**src/rtl/lfid_ram.sv**
```systemverilog
// Generic single-write, single-read synchronous RAM with registered read.
// No dependencies.
module lfid_ram #(
    parameter int WIDTH = 64,
    parameter int DEPTH = 64
) (
    input  logic                                   clk,
    input  logic                                   we,
    input  logic [(DEPTH > 1 ? $clog2(DEPTH) : 1)-1:0] waddr,
    input  logic [WIDTH-1:0]                       wdata,
    input  logic                                   re,
    input  logic [(DEPTH > 1 ? $clog2(DEPTH) : 1)-1:0] raddr,
    output logic [WIDTH-1:0]                       rdata
);

    logic [WIDTH-1:0] mem [DEPTH];

    always_ff @(posedge clk)
    begin
        if (we)
        begin
            mem[waddr] <= wdata;
        end
        if (re)
        begin
            rdata <= mem[raddr];
        end
    end

endmodule

```
**config.mk**
```make
export PLATFORM = sky130hd
export DESIGN_NAME = lfid_ram
export DESIGN_NICKNAME = d
export VERILOG_FILES = /design/src/rtl/lfid_ram.sv
export SDC_FILE = /design/constraint.sdc
export NUM_CORES = 2
export LEC_CHECK = 0
export BUFFER_PORTS_ARGS = -buffer_cell sky130_fd_sc_hd__buf_2
export CELL_PAD_IN_SITES_DETAIL_PLACEMENT = 1
export CELL_PAD_IN_SITES_GLOBAL_PLACEMENT = 2
export CORE_UTILIZATION = 35
export DETAILED_ROUTE_END_ITERATION = 10
export PLACE_DENSITY = 0.68
export SLEW_MARGIN = 20
export SYNTH_ARGS = -nofsm -noshare
export SYNTH_HDL_FRONTEND = slang
export SYNTH_SLANG_ARGS = --single-unit
export TNS_END_PERCENT = 5
```
**constraint.sdc**
```tcl
create_clock -name clk -period 16.94 [get_ports clk]
set_input_delay 0.847 -clock clk [delete_from_list [all_inputs] [get_ports clk]]
set_output_delay 0.847 -clock clk [all_outputs]
set_load 0.03 [all_outputs]
```
; ---- Word-level counts from Yosys, hierarchy flattened
; Memories as Yosys holds them, arrays and structs flattened. A register that Yosys moved wholly into a read port is not among the register bits.
; Cells that the tools add are included.
[word_totals]
elab_cells = 3
out_inout_bits = 64
ramBits = 4096
mem_count = 1
in_bits = 79
regBits = 0
[mem_list]
columns = name, depth, word_bits, rd, rd_clocked_by_memory_dff, write_ports, line_no
row1 = mem, 64, 64, 1, 1, 1, 16  ; logic [WIDTH-1:0] mem [DEPTH];
[classes]
n_mux = 2
[ops]
columns = op, count
row1 = two-way mux 1 bit, 2

; ---- Longest topological paths before layout
[logic_depth]
depth_word = 2
ltp_mapped = 9
mapped_depth_nobuf = 5

; ---- Worst setup path after synthesis
; OpenSTA, ideal clock, no wires.
[synth_timing]
path_kind = input to register
from = in waddr[3] (netlist name)
to = mem mem[48][0], enable pin
setup_slack_ns = 10.657
n_path_buf = 1
setup_ns = 0.564
arrival_time_ns = 5.719
stages = 4
required_time_ns = 16.376
cell_sequence = clkbuf_1 > nor2b_1 > nand4b_1 > nor3_1
[synth_lines]
columns = item, line_no
row1 = start: declaration, 9  ; input logic [(DEPTH > 1 ? $clog2(DEPTH) : 1)-1:0] waddr,
row2 = end: declaration, 16
; No word-level cell before the write port.

==> qor.csv <==
stage;metric;value;unit
status;outcome;completed;
global_routing;grt_pass1_wl;637000;um
floorplanning;die_height;672;um
clock_tree;cts_hold_buf;0;
worst_setup_path;endpoint_kind;flip-flop;
min_path;hold_class;primary input to flip-flop;
worst_setup_path;required;17.69;ns
flow_run;drv_cap;0;
synth;syn_area_per_cell;23.8;um^2
global_routing;track_usage;0.203;
placed_design;place_hpwl;252000;um
worst_setup_path;arrival;5.99;ns
clock_tree;cts-resized-gates;0;
synth;ys_ff_latch;4160;
floorplanning;core.rowCount;245;
layout;nNetsFinal;7095;
sta;finClkSkew;0.0618;ns
layout;syn2layout_area_growth;14.1;%
detailed_routing;first_iter_violations;9913;
detailed_routing;drcViolationCount;0;
layout;final_cell_mix;edfxtp_1, mux4_2, clkbuf_16;
synth;synth-async-reset-ratio;0;
floorplanning;io_pins;143;
global_routing;overflow;0;
clock_tree;post_cts_buffers;0;
power;vdd_ir_drop_max;0.0928;mV
placed_design;dpl_cell_area;166000;um^2
detailed_routing;firstDrtPassIters;5;
synth;syn_area;157000;um^2
layout;post-route-util;0.402;
synth;ys_seq_area_frac;0.796;
clock_tree;tritoncts;yes;
synth;synthCells;6598;
detailed_routing;wl_per_cell;35.1;um
layout;layout_commonest_cell;edfxtp_1;
floorplanning;die_x;672;um
clock_tree;cts_num_sinks;4160;
floorplanning;start_util;0.352;
layout;final_area;179000;um^2
global_routing;antenna_found_initial;60;
clock_tree;cts_buffers;416;
worst_setup_path;critPathKind;primary input to flip-flop;
sta;fin_crit_sh;0.309;
clock_tree;clock-root-buffer;clkbuf_16;
sta;max_clock_freq;191;MHz
detailed_routing;vias;75800;
sta;finalHoldViolations;0;
synth;synth_cell_type_count;32;
power;leakage;54.9;nW
sta;setup_tns;0;ns
layout;drive_above_1_share;0.280;
power;power.density;120;nW/um^2
sta;setup_violations;0;
synth;ys.flop_type;edfxtp_1;
floorplanning;coreArea;446000;um^2
sta;slew_headroom;0.178;
sta;rsz0062_at_grt;no;
global_routing;grt_pass1_vias;78000;
detailed_routing;postRouteAntennaNets;0;
synth;yosys_warnings;0;
clock_tree;clock_path_buffers;4;
worst_setup_path;path_max_fanout;74;
placed_design;portBuffers;142;
detailed_routing;drt_wl_total;467000;um
worst_setup_path;rr_worst_depth;5;
floorplanning;dieArea;451000;um^2
sta;maxSlewViolCount;0;
worst_setup_path;critPathLaunchType;primary input;
global_routing;grt_max_degree;120;
detailed_routing;vias_per_cell;5.69;
clock_tree;cts_max_level;5;
sta;finalCriticalPeriod;5.24;ns
placed_design;gp_congestion;0.768;
synth;syn_nets;6677;
min_path;whs_path_depth;1;
clock_tree;clk_pin_slew_worst_paths;0.06;ns
sta;hold_ws;0.273;ns
synth;synth-edff-count;4160;
sta;worst_pin_slew;1.23;ns
clock_tree;insertion_delay;0.99;ns
-- layout make-up --
class / instances / area (um^2)
Fill cell: 41500 / 267000
Sequential cell: 4160 / 125000
Multi-Input combinational cell: 2049 / 30800
Clock buffer: 512 / 10900
Tap cell: 5928 / 7420
Timing Repair Buffer: 370 / 2750
Clock inverter: 250 / 2310
Antenna cell: 32 / 80.1
Inverter: 19 / 71.3
-- through the flow --
| stage | cells | total power, mW | worst slack, ns |
|---|---|---|---|
| CTS | 13300 | 21.6 | 11.57 |
| global placement | 12500 | 12.7 | 10.54 |
| floorplan | 6598 | 12.2 | 10.66 |
| global route | 13300 | 22.0 | 11.18 |
| finish | 13300 | 21.5 | 11.70 |
| detailed placement | 12500 | 12.7 | 10.53 |
-- routing by layer --
| layer | GRT usage | vias to the layer above | wire length [um] |
|---|---|---|---|
| li1 | - | 29400 | - |
| met4 | 0.0720 | 24 | 15800 |
| met5 | 0 | - | 171 |
| met3 | 0.0447 | 723 | 40000 |
| met1 | 0.266 | 42000 | 182000 |
| met2 | 0.335 | 3707 | 229000 |
-- where the power goes --
group / total, mW / internal [mW] / switching [mW]
Clock: 8.99 / 5.03 / 3.96
Sequential: 11.5 / 11.4 / 0.0473
Combinational: 0.998 / 0.348 / 0.650
Total: 21.5 / 16.8 / 4.66
-- worst max-delay path, stage by stage --
cell and delay (ns):
buf_12 0.43, buf_4 0.71, buf_4 0.78, buf_4 0.75, buf_4 0.72, mux4_2 0.61
mux2i_1 0.16, nand2_1 0.10, a31oi_1 0.28, a211oi_1 0.11, buf_4 0.21
-- synth_stat cells (6+ instances only) --
| cell type | number | area (um^2) |
|---|---|---|
| buf_2 | 170 | 851 |
| a2bb2oi_1 | 19 | 166 |
| or3_1 | 29 | 181 |
| nor2b_1 | 28 | 175 |
| mux4_2 | 1024 | 23100 |
| buf_4 | 34 | 255 |
| a31oi_1 | 18 | 113 |
| or2_2 | 28 | 175 |
| buf_6 | 6 | 67.6 |
| buf_1 | 20 | 75.1 |
| a211oi_1 | 63 | 473 |
| clkbuf_1 | 140 | 526 |
| mux2i_1 | 135 | 1350 |
| nand2_1 | 58 | 218 |
| o22ai_1 | 83 | 519 |
| and3_1 | 64 | 400 |
| nand2b_1 | 11 | 68.8 |
| o221ai_1 | 38 | 333 |
| edfxtp_1 | 4160 | 125000 |
| inv_1 | 19 | 71.3 |
| a41oi_1 | 26 | 228 |
| nand3_1 | 45 | 225 |
| a22oi_1 | 168 | 1260 |
| a22o_1 | 88 | 771 |
| nor2_1 | 112 | 420 |
-- flip-flops by register name, indices dropped and copies added (netlist names) --
register	count
mem	4096
rdata	64
-- final timing paths --
path                                   from     endpoint  slack [ns]
worst max-delay path               raddr[0]    rdata[47]       11.70
worst min-delay path              wdata[56]  mem[24][56]        0.27
worst min register to register  mem[38][18]    rdata[18]        0.88
worst max register to register  mem[13][34]    rdata[34]       14.03
-- cells by family after synthesis --
group | after synthesis | synth area share
muxes | 1159 | 0.156
and+or+nand+nor | 386 | 0.0123
buffers and inverters | 389 | 0.0118
DFF | 4160 | 0.796
AOI/OAI and AO/OA | 504 | 0.0247
Power figures use the tool's default switching activity.
